$ cat src/rtl/core/sgtr_pkg.sv
package sgtr_pkg;

  localparam int GLYPH_N   = 8;
  localparam int MASK_W    = 64;
  localparam int QDEPTH    = 4;
  localparam int QPTR_W    = $clog2(QDEPTH);
  localparam int QCNT_W    = $clog2(QDEPTH + 1);

  localparam logic [7:0] CHAR_NEWLINE  = 8'h0A;
  localparam logic [7:0] CHAR_PRINT_LO = 8'h20;
  localparam logic [7:0] CHAR_PRINT_HI = 8'h7E;

  localparam logic [12:0] MAX_DIM      = 13'd4096;
  localparam logic [3:0]  MAX_SCALE    = 4'd8;

  typedef enum logic [1:0] {
    REG_BOX_WIDTH   = 2'd0,
    REG_BOX_HEIGHT  = 2'd1,
    REG_GLYPH_SCALE = 2'd2,
    REG_UNUSED      = 2'd3
  } reg_index_t;

  // Configuration as held: dimensions already saturated, scale stored minus one.
  typedef struct packed {
    logic [12:0] width;
    logic [12:0] height;
    logic [2:0]  scale_m1;
  } cfg_t;

  // One unit of back-end work: either a glyph to draw or a stop status word.
  typedef struct packed {
    logic        is_status;
    logic [11:0] x;
    logic [13:0] y;
    logic [63:0] lanes;
    logic [63:0] glyph;
  } job_t;

  // Magnifies one glyph row horizontally by scale_m1 + 1.
  function automatic logic [63:0] expand_row(input logic [7:0] bits,
                                             input logic [2:0] scale_m1);
    logic [63:0] r;
    r = '0;
    for (int i = 0; i < MASK_W; i++) begin
      unique case (scale_m1)
        3'd0: r[i] = bits[3'(i / 1)];
        3'd1: r[i] = bits[3'(i / 2)];
        3'd2: r[i] = bits[3'(i / 3)];
        3'd3: r[i] = bits[3'(i / 4)];
        3'd4: r[i] = bits[3'(i / 5)];
        3'd5: r[i] = bits[3'(i / 6)];
        3'd6: r[i] = bits[3'(i / 7)];
        3'd7: r[i] = bits[3'(i / 8)];
      endcase
    end
    return r;
  endfunction

endpackage

$ cat src/rtl/core/sgtr_front.sv
module sgtr_front
  import sgtr_pkg::*;
(
  input  logic        clk,
  input  logic        rst,
  input  cfg_t        cfg,
  input  logic        s_tvalid,
  output logic        s_tready,
  input  logic [71:0] s_tdata,
  input  logic        s_tuser,
  input  logic        q_full,
  output logic        q_push,
  output job_t        q_data
);

  logic [12:0] cursor_x, cursor_x_next;
  logic [13:0] cursor_y, cursor_y_next;
  logic        stopped, stopped_next;

  logic [7:0]  char_code;
  logic        accept;
  logic        emit;
  logic [6:0]  cell_sz;
  logic [12:0] cx0;
  logic [13:0] cy0;
  logic        st0;
  logic [14:0] brk_y;
  logic        brk_stop;
  logic        wrap;
  logic        printable;
  logic [12:0] cxw;
  logic [13:0] cyw;
  logic [13:0] avail;
  logic [6:0]  lim;

  assign char_code = s_tdata[7:0];
  assign s_tready  = !q_full;
  assign accept    = s_tvalid && s_tready;
  assign q_push    = accept && emit;

  always_comb begin
    cell_sz   = {1'b0, ({1'b0, cfg.scale_m1} + 4'd1), 2'b00} << 1;
    cx0       = s_tuser ? 13'd0 : cursor_x;
    cy0       = s_tuser ? 14'd0 : cursor_y;
    st0       = s_tuser ? 1'b0 : stopped;
    brk_y     = {1'b0, cy0} + {8'd0, cell_sz};
    brk_stop  = ({1'b0, brk_y} + {9'd0, cell_sz}) > {3'd0, cfg.height};
    wrap      = ({1'b0, cx0} + {7'd0, cell_sz}) > {1'b0, cfg.width};
    printable = (char_code >= CHAR_PRINT_LO) && (char_code <= CHAR_PRINT_HI);
    cxw       = wrap ? 13'd0 : cx0;
    cyw       = wrap ? brk_y[13:0] : cy0;
    // Columns left in the box from the glyph origin, capped at the cell size.
    avail     = (cxw >= cfg.width) ? 14'd0 : ({1'b0, cfg.width} - {1'b0, cxw});
    lim       = (avail > {7'd0, cell_sz}) ? cell_sz : avail[6:0];
  end

  always_comb begin
    cursor_x_next  = cx0;
    cursor_y_next  = cy0;
    stopped_next   = st0;
    emit           = 1'b0;
    q_data         = '0;
    q_data.is_status = 1'b1;
    q_data.glyph   = s_tdata[71:8];
    if (st0) begin
      emit = 1'b1;
    end else if (char_code == CHAR_NEWLINE) begin
      cursor_x_next = 13'd0;
      cursor_y_next = brk_y[13:0];
      stopped_next  = brk_stop;
      emit          = brk_stop;
    end else if (wrap && brk_stop) begin
      cursor_x_next = 13'd0;
      cursor_y_next = brk_y[13:0];
      stopped_next  = 1'b1;
      emit          = 1'b1;
    end else begin
      cursor_x_next    = cxw + {6'd0, cell_sz};
      cursor_y_next    = cyw;
      emit             = printable;
      q_data.is_status = 1'b0;
      q_data.x         = cxw[11:0];
      q_data.y         = cyw;
      for (int i = 0; i < MASK_W; i++) begin
        q_data.lanes[i] = 7'(i) < lim;
      end
    end
  end

  always_ff @(posedge clk) begin
    if (rst) begin
      cursor_x <= '0;
      cursor_y <= '0;
      stopped  <= 1'b0;
    end else if (accept) begin
      cursor_x <= cursor_x_next;
      cursor_y <= cursor_y_next;
      stopped  <= stopped_next;
    end
  end

endmodule

$ cat src/rtl/core/sgtr_queue.sv
module sgtr_queue
  import sgtr_pkg::*;
(
  input  logic clk,
  input  logic rst,
  input  logic push,
  input  job_t push_data,
  output logic full,
  input  logic pop,
  output logic valid,
  output job_t pop_data
);

  job_t              entries [QDEPTH];
  logic [QPTR_W-1:0] wptr;
  logic [QPTR_W-1:0] rptr;
  logic [QCNT_W-1:0] count;

  assign full     = count == QCNT_W'(QDEPTH);
  assign valid    = count != '0;
  assign pop_data = entries[rptr];

  always_ff @(posedge clk) begin
    if (push) begin
      entries[wptr] <= push_data;
    end
  end

  always_ff @(posedge clk) begin
    if (rst) begin
      wptr  <= '0;
      rptr  <= '0;
      count <= '0;
    end else begin
      if (push) begin
        wptr <= wptr + 1'b1;
      end
      if (pop) begin
        rptr <= rptr + 1'b1;
      end
      count <= count + QCNT_W'(push) - QCNT_W'(pop);
    end
  end

`ifndef NO_ASSERTIONS
  a_no_overflow: assert property (@(posedge clk) disable iff (rst) !(push && full))
    else $error("job queue written while full");
  a_no_underflow: assert property (@(posedge clk) disable iff (rst) !(pop && !valid))
    else $error("job queue read while empty");
  a_count_range: assert property (@(posedge clk) disable iff (rst)
    count <= QCNT_W'(QDEPTH))
    else $error("job queue count out of range");
`endif

endmodule

$ cat src/rtl/core/sgtr_back.sv
module sgtr_back
  import sgtr_pkg::*;
(
  input  logic        clk,
  input  logic        rst,
  input  cfg_t        cfg,
  input  logic        q_valid,
  input  job_t        q_data,
  output logic        q_pop,
  output logic        m_tvalid,
  input  logic        m_tready,
  output logic [95:0] m_tdata,
  output logic        m_tuser,
  output logic        m_tlast
);

  logic        busy;
  job_t        job;
  logic [5:0]  row_cnt;
  logic [2:0]  sub;
  logic [2:0]  grow;

  logic        out_valid;
  logic [11:0] out_x;
  logic [12:0] out_y;
  logic [63:0] out_mask;
  logic        out_stopped;
  logic        out_last;

  logic        load;
  logic        last_now;
  logic [5:0]  row_end;
  logic [7:0]  bits;
  logic [14:0] py;
  logic        row_in;
  logic [63:0] mask;

  assign row_end  = {cfg.scale_m1, 3'b111};
  assign load     = !out_valid || m_tready;
  assign last_now = job.is_status || (row_cnt == row_end);
  assign q_pop    = q_valid && (!busy || (load && last_now));

  always_comb begin
    bits   = job.glyph[{grow, 3'b000} +: 8];
    py     = {1'b0, job.y} + {9'd0, row_cnt};
    row_in = py < {2'b00, cfg.height};
    mask   = row_in ? (expand_row(bits, cfg.scale_m1) & job.lanes) : '0;
  end

  always_ff @(posedge clk) begin
    if (rst) begin
      busy      <= 1'b0;
      out_valid <= 1'b0;
    end else begin
      if (load) begin
        out_valid <= busy;
      end
      if (q_pop) begin
        busy <= 1'b1;
      end else if (load && busy && last_now) begin
        busy <= 1'b0;
      end
    end
  end

  always_ff @(posedge clk) begin
    if (q_pop) begin
      job     <= q_data;
      row_cnt <= '0;
      sub     <= '0;
      grow    <= '0;
    end else if (load && busy) begin
      row_cnt <= row_cnt + 1'b1;
      // Each glyph row repeats scale times before the next one is used.
      if (sub == cfg.scale_m1) begin
        sub  <= '0;
        grow <= grow + 1'b1;
      end else begin
        sub <= sub + 1'b1;
      end
    end
  end

  always_ff @(posedge clk) begin
    if (load && busy) begin
      if (job.is_status) begin
        out_x       <= '0;
        out_y       <= '0;
        out_mask    <= '0;
        out_stopped <= 1'b1;
        out_last    <= 1'b1;
      end else begin
        out_x       <= job.x;
        out_y       <= py[12:0];
        out_mask    <= mask;
        out_stopped <= 1'b0;
        out_last    <= row_cnt == row_end;
      end
    end
  end

  assign m_tvalid = out_valid;
  assign m_tdata  = {7'd0, out_mask, out_y, out_x};
  assign m_tuser  = out_stopped;
  assign m_tlast  = out_last;

`ifndef NO_ASSERTIONS
  a_row_in_cell: assert property (@(posedge clk) disable iff (rst)
    (busy && !job.is_status) |-> (row_cnt <= row_end))
    else $error("row counter ran past the glyph cell");
  a_status_word: assert property (@(posedge clk) disable iff (rst)
    (out_valid && out_stopped) |-> (out_last && out_mask == '0))
    else $error("status word carries pixels or misses last");
  a_pop_only_idle_or_done: assert property (@(posedge clk) disable iff (rst)
    q_pop |-> (!busy || last_now))
    else $error("new job taken before the current one finished");
`endif

endmodule

$ cat src/rtl/core/scaled_glyph_text_rasterizer_unit.sv
// Text rasterizer: each input word carries a character code and its 8x8 glyph rows; the
// block lays characters out in a box of box_width x box_height pixels and emits one
// output word per pixel row of each drawn character, 8*scale words per character, top
// row first, at one word per cycle while the output is ready. The front end takes one
// input word per cycle while the queue has room and updates the cursor; newlines, wraps
// and nonprintable codes emit nothing of their own unless layout stops. Jobs wait in a
// four-entry queue; the row emitter sets throughput, taking each next job with the last
// row of the one before. Box sizes saturate at 4096, the scale clamps to 1..8 on write.
// Configuration should be written only when no output is pending.
module scaled_glyph_text_rasterizer_unit
  import sgtr_pkg::*;
(
  input  logic        clk,
  input  logic        rst,
  input  logic        s_tvalid,
  output logic        s_tready,
  input  logic [71:0] s_tdata,   // char_code, glyph_row_0 .. glyph_row_7
  input  logic        s_tuser,   // first_of_text
  output logic        m_tvalid,
  input  logic        m_tready,
  output logic [95:0] m_tdata,   // row_x, row_y, row_mask, zero fill
  output logic        m_tuser,   // layout_stopped
  output logic        m_tlast,   // last_row
  input  logic        cfg_wr_en,
  input  logic [1:0]  cfg_index,
  input  logic [12:0] cfg_data
);

  cfg_t cfg;
  logic q_full;
  logic q_push;
  job_t q_push_data;
  logic q_pop;
  logic q_valid;
  job_t q_pop_data;

  always_ff @(posedge clk) begin
    if (rst) begin
      cfg.width    <= 13'd256;
      cfg.height   <= 13'd64;
      cfg.scale_m1 <= 3'd0;
    end else if (cfg_wr_en) begin
      unique case (reg_index_t'(cfg_index))
        REG_BOX_WIDTH: begin
          cfg.width <= (cfg_data > MAX_DIM) ? MAX_DIM : cfg_data;
        end
        REG_BOX_HEIGHT: begin
          cfg.height <= (cfg_data > MAX_DIM) ? MAX_DIM : cfg_data;
        end
        REG_GLYPH_SCALE: begin
          if (cfg_data[3:0] == 4'd0) begin
            cfg.scale_m1 <= 3'd0;
          end else if (cfg_data[3:0] > MAX_SCALE) begin
            cfg.scale_m1 <= 3'(MAX_SCALE - 4'd1);
          end else begin
            cfg.scale_m1 <= 3'(cfg_data[3:0] - 4'd1);
          end
        end
        REG_UNUSED: begin
        end
      endcase
    end
  end

  sgtr_front u_front (
    .clk      (clk),
    .rst      (rst),
    .cfg      (cfg),
    .s_tvalid (s_tvalid),
    .s_tready (s_tready),
    .s_tdata  (s_tdata),
    .s_tuser  (s_tuser),
    .q_full   (q_full),
    .q_push   (q_push),
    .q_data   (q_push_data)
  );

  sgtr_queue u_queue (
    .clk       (clk),
    .rst       (rst),
    .push      (q_push),
    .push_data (q_push_data),
    .full      (q_full),
    .pop       (q_pop),
    .valid     (q_valid),
    .pop_data  (q_pop_data)
  );

  sgtr_back u_back (
    .clk      (clk),
    .rst      (rst),
    .cfg      (cfg),
    .q_valid  (q_valid),
    .q_data   (q_pop_data),
    .q_pop    (q_pop),
    .m_tvalid (m_tvalid),
    .m_tready (m_tready),
    .m_tdata  (m_tdata),
    .m_tuser  (m_tuser),
    .m_tlast  (m_tlast)
  );

endmodule

$ cat config.mk
export PLATFORM = sky130hd
export DESIGN_NAME = scaled_glyph_text_rasterizer_unit
export DESIGN_NICKNAME = d
export VERILOG_FILES = /design/src/rtl/core/sgtr_pkg.sv /design/src/rtl/core/sgtr_front.sv /design/src/rtl/core/sgtr_queue.sv /design/src/rtl/core/sgtr_back.sv /design/src/rtl/core/scaled_glyph_text_rasterizer_unit.sv
export SDC_FILE = /design/constraint.sdc
export NUM_CORES = 1
export LEC_CHECK = 0
export BUFFER_PORTS_ARGS = -buffer_cell sky130_fd_sc_hd__clkbuf_2
export CORE_MARGIN = 2
export CORE_UTILIZATION = 27
export CTS_CLUSTER_DIAMETER = 100
export DETAILED_ROUTE_END_ITERATION = 7
export SLEW_MARGIN = 5
export SYNTH_ARGS = -nofsm -noshare
export SYNTH_HDL_FRONTEND = slang
export SYNTH_SLANG_ARGS = --single-unit
$ cat constraint.sdc
create_clock -name clk -period 10.06 [get_ports clk]
set_input_delay 2.012 -clock clk [delete_from_list [all_inputs] [get_ports clk]]
set_output_delay 2.012 -clock clk [all_outputs]
set_load 0.02 [all_outputs]
Yosys cells after proc, flatten, opt, wreduce, memory -nomap -nowiden

Memories as Yosys holds them, arrays and structs flattened. A register that Yosys moved wholly into a read port is not among the register bits.
Index checks and enable logic that the tools add are counted.

RAM bits: 620
Bits in read-only memories: 0
Bits in latches: 0
Bits in registers: 169
Word-level logic and storage cells: 269
Bits of input ports: 93
Output and inout port bits: 100
Memories kept: 1

Reductions and logical operators: 61
Divide/modulo/power cells: 0
$add $sub $neg: 15
Multiply operators: 0
Shifts and indexed selects: 1
Muxes and demuxes: 84
Equality and inequality tests: 13
Bitwise gates (word level): 2
$lt $le $gt $ge: 73

Memories:

| memory          | depth | bits a word | rd ports | clocked after memory_dff | write ports | line             | RTL |
|---|---|---|---|---|---|---|---|
| u_queue.entries | 4     | 155         | 1        | 1                        | 1           | sgtr_queue.sv:14 | `job_t entries [QDEPTH];` |

Operators by type and width:

| cell                                                      | count |
|---|---|
| two-way mux 91 bit                                        | 3 |
| less-than comparator 6 x 7 -> 1 bit, first input constant | 32 |
| less-than comparator 5 x 7 -> 1 bit, first input constant | 16 |
| two-way mux 14 bit                                        | 6 |
| two-way mux 13 bit                                        | 6 |
| case mux 1 bit (3 select lines)                           | 26 |
| bitwise AND 64 bit                                        | 1 |
| variable part select 64 x 7 -> 4 bit                      | 1 |
| less-than comparator 4 x 7 -> 1 bit, first input constant | 8 |
| case mux 1 bit (2 select lines)                           | 19 |
| OR reduction 2 bit                                        | 18 |
| OR reduction 3 bit                                        | 12 |
| less-than comparator 3 x 7 -> 1 bit, first input constant | 4 |
| case mux 1 bit (4 select lines)                           | 7 |
| adder 15 x 7 -> 16 bit                                    | 1 |
| > comparator 16 x 13 -> 1 bit                             | 1 |
| adder 14 x 6 -> 15 bit                                    | 1 |
| adder 14 x 7 -> 15 bit                                    | 1 |
| == test 3 bit, second input constant                      | 5 |
| less-than comparator 15 x 13 -> 1 bit                     | 1 |
| adder 13 x 7 -> 14 bit                                    | 1 |
| > comparator 14 x 13 -> 1 bit                             | 1 |
| > comparator 14 x 7 -> 1 bit                              | 1 |
| less-than comparator 1 x 7 -> 1 bit, first input constant | 2 |
| 40 further kinds                                          | 75 |

Logic depth before layout (Yosys ltp)

Word-level depth: 12
Mapped depth: 41
Gate-level depth less buffers: 36

Cells and area by module

From an unflattened synthesis, not the netlist that was laid out.

Cells, all modules: 2544
Area total of the unflattened synthesis: 39629.3 µm²

By module, submodules not included:

| module                            | cells each | instances | sequential area each (µm²) | area each (µm²) |
|---|---|---|---|---|
| sgtr_queue                        | 851        | 1         | 18798.0                    | 22815.6 |
| sgtr_back                         | 719        | 1         | 6706.4                     | 9863.2 |
| sgtr_front                        | 829        | 1         | 560.5                      | 5748.0 |
| scaled_glyph_text_rasterizer_unit | 145        | 1         | 580.6                      | 1202.4 |

Least setup slack after synthesis

OpenSTA, ideal clock, no wires.

Path kind: input port to flip-flop
Start point: in s_tuser
End point: mem u_queue.entries[0][80] (netlist name) (data pin)
Setup time: 0.305 ns
Required time: 9.755 ns
Data arrival time: 10.232 ns
Buffers on the path: 7
Cell stages on the path: 34
Path slack: -0.477 ns
Cell sequence: buf_2 > clkbuf_1 > clkbuf_1 > clkbuf_1 > nor2b_1 > ha_1 > or2_2 > o221ai_1 > o21ai_0 > a21oi_1 > ha_1 > a21o_1 > a21oi_1 > or3b_2 > o21ai_1 > and2_1 > clkbuf_1 > clkbuf_1 > nand2_1 > fa_1 > a211oi_1 > nor3_1 > o41ai_2 > a21oi_1 > and2_0 > clkbuf_1 > inv_1 > ha_1 > and4_1 > o2bb2ai_1 > nor3_1 > a21oi_2 > o41ai_1 > a21oi_1

RTL lines:

| element         | line                                    | RTL |
|---|---|---|
| start, declared | scaled_glyph_text_rasterizer_unit.sv:18 | `input logic s_tuser,` |
| end, declared   | sgtr_queue.sv:14                        |  |

==> results.txt <==
Die Height - 359 µm
final max-slew violation count - 0
layout cells sized above 1 - 0.200
Worst IR Drop VDD - 0.000167 V
Worst R2R Start - cfg[1]$_SDFFE_PP0P_
DRT antenna net count - 0
P&R area growth vs syn - 16.7%
CP max-delay cell - or4_1
diode count - 0
most frequent cells in the layout - 706 x edfxtp_1, 172 x nand2_1, 171 x nor2_1
Fin Hold WS - 0.453 ns
met1 wire length - 35,800 µm
worst endpoint required time - 10.49 ns
Setup Viol. Count Final - 0
Starting Density - 0.272
io pins - 193
WL met3 - 4180 µm
Layout Cell Area excl Fill - 0.0398 mm²
All-Layer GR Usage - 0.131
DR vias - 20,000
clock buffer depth - 3
clk root buf - clkbuf_16
mean post-synth cell area - 14.8 µm²
vias per inst - 4.75
post-synthesis cell type count - 86
Max Cap Violations - 0
die footprint - 0.129 mm²
pwr dens - 249 mW/mm²
Pre-antenna DRT Iters - 5
pin count of the biggest net entering global routing - 93
H-tree depth - 3
RSZ-0062 raised after global routing - false
CTS Buf Count - 82
CP startpoint - s_tuser
synthesized instance count - 2,305
outcome - finished, final reports clean
max layer used - met4
hold_buf cts - 0
CP Class - in -> reg
initial drt markers - 1,815
post-cts resize count - 0
clk sinks - 784
area of the mapped netlist - 0.0341 mm²
first-pass GRT wire length - 128,000 µm
top_reg_cell synth - edfxtp_1
setup tns final - 0 ns
Layout Skew - 0.0533 ns
most common cell after layout, fill and taps aside - edfxtp_1
# Post-CTS Setup Buffers - 0
register bit total from synthesis - 784
sequential element share of the synthesized area - 0.668
Worst Tran Pin Value - 1.18 ns
final period utilization - 0.928
slowest stage delay, CP - 0.55 ns
Synth warnings - 0
gpl congestion - 0.876
Worst-path clk slew - 0.06 ns
pre-CTS setup slack - 0.0550 ns
Max Fclk - 0.107 GHz
WL met2 - 42,800 µm
chip width - 359 µm
wire length per cell - 20.3 µm
Leak - 13.5 nW
hold path startpoint - cfg[7]$_SDFFE_PP0P_
HPWL Detailed - 57,900 µm
critical path data arrival time - 9.76 ns
row count - 130
slew margin rel. - 0.216
ys async rst share - 0
drt total wl - 85,600 µm
initial antenna violation count - 2
count of port buffers added during placement - 153
Worst Setup Slack, final - 0.729 ns
min-delay worst type - reg -> reg
drc violations - 0
startpoint types - input pin
Area after DPL - 0.0371 mm²
total power - 0.00990 W
# nets final - 2,681
Congestion Overflow GR - 0
number of enable flip-flop cells after synthesis - 706
final hold vios - 0
Fill cells - 12,200
TritonCTS clock tree - built
Crit. End Element - flip-flop
vias in the first global route - 19,900
Std-Cell Core Area - 0.125 mm²
fin crit period - 9.33 ns
Clock Latency Late Sink - 0.68 ns
worst-path maximum fanout - 23
kinds of logic after synthesis:
| kind of cell | count (synthesis) | share of synthesized area |
|---|---|---|
| buf+inv | 186 | 0.0224 |
| mux | 157 | 0.0948 |
| fa+ha+maj | 96 | 0.0358 |
| simple gates | 629 | 0.0900 |
| compound gates | 382 | 0.0710 |
| other cells | 1 | 0.000110 |
| flops | 784 | 0.668 |
| xor+xnor | 70 | 0.0180 |
path summary, 6_finish.rpt:
check / to / depth (start not counted) / slack, ns
max: u_queue.entries[1][116]$_DFFE_PP_ / 35 / 0.73
min: cfg[7]$_SDFFE_PP0P_ / 2 / 0.45
max reg2reg: u_queue.entries[1][116]$_DFFE_PP_ / 36 / 1.01
min reg2reg: cfg[7]$_SDFFE_PP0P_ / 2 / 0.45
worst max-delay path, delay by kind of cell:
kind | cells | cell delay (ns)
simple gates | 14 | 3.32
compound gates | 11 | 2.22
buf+inv | 6 | 1.00
fa+ha+maj | 4 | 1.19
synthesized netlist by cell type (11+ instances only):
library cell	count	area share
nand4_1	18	0.0033
buf_4	12	0.0026
ha_1	87	0.032
dfxtp_1	78	0.046
nor2_1	171	0.019
mux2i_1	17	0.0050
o21ai_0	77	0.011
a31oi_1	13	0.0024
and3_1	25	0.0046
a211oi_1	18	0.0040
nand2b_1	23	0.0042
inv_1	71	0.0078
buf_1	24	0.0026
clkbuf_1	69	0.0076
xnor2_1	46	0.012
a21oi_1	144	0.021
o211ai_1	11	0.0024
nor3_1	24	0.0035
xor2_1	24	0.0062
and2_1	38	0.0070
nand2_1	172	0.019
edfxtp_1	706	0.62
nand3_1	43	0.0063
a22oi_1	11	0.0024
a21o_1	15	0.0033
nor2b_1	56	0.010
mux4_2	131	0.087
state kept, by name, summed over array words and instances (netlist names):
register	flops
u_front.stopped	1
u_front.cursor_y	14
u_front.cursor_x	13
u_back.row_cnt	6
u_back.out_x	12
u_back.sub	3
u_back.m_tuser	1
u_back.grow	3
u_queue.count	3
u_queue.rptr	2
u_back.busy	1
u_back.job	123
cfg	29
u_queue.wptr	2
u_back.out_y	13
u_queue.entries	492
u_back.m_tvalid	1
u_back.m_tlast	1
u_back.out_mask	64
final cells by class:
type                       count  area (µm²)  share of cell area
sequential                   784       22800               0.572
multi-input combinational   1341       10600               0.267
inverter                      74         284             0.00714
clock buffer                  99        2170              0.0545
tap                         1650        2060              0.0519
clock inverter                53         524              0.0132
timing repair buffer         214        1360              0.0342
metrics by stage:
step / utilization / std cells
2_1_floorplan: - / 2311
3_3_place_gp: 0.296 / 4063
3_5_place_dp: 0.296 / 4063
4_1_cts: 0.317 / 4215
5_1_grt: 0.317 / 4215
6_report: 0.317 / 4215
where the power goes:
group / switching (W) / internal, W
Combinational: 0.00149 / 0.000830
Clock: 0.00133 / 0.00167
Sequential: 0.000272 / 0.00430
layer usage:
layer / up-vias / track usage
met5: - / 0
met3: 133 / 0.0205
li1: 9213 / -
met1: 10100 / 0.164
met4: 0 / 0.0507
met2: 577 / 0.226
Note: power is estimated with default switching activity, not from simulation.
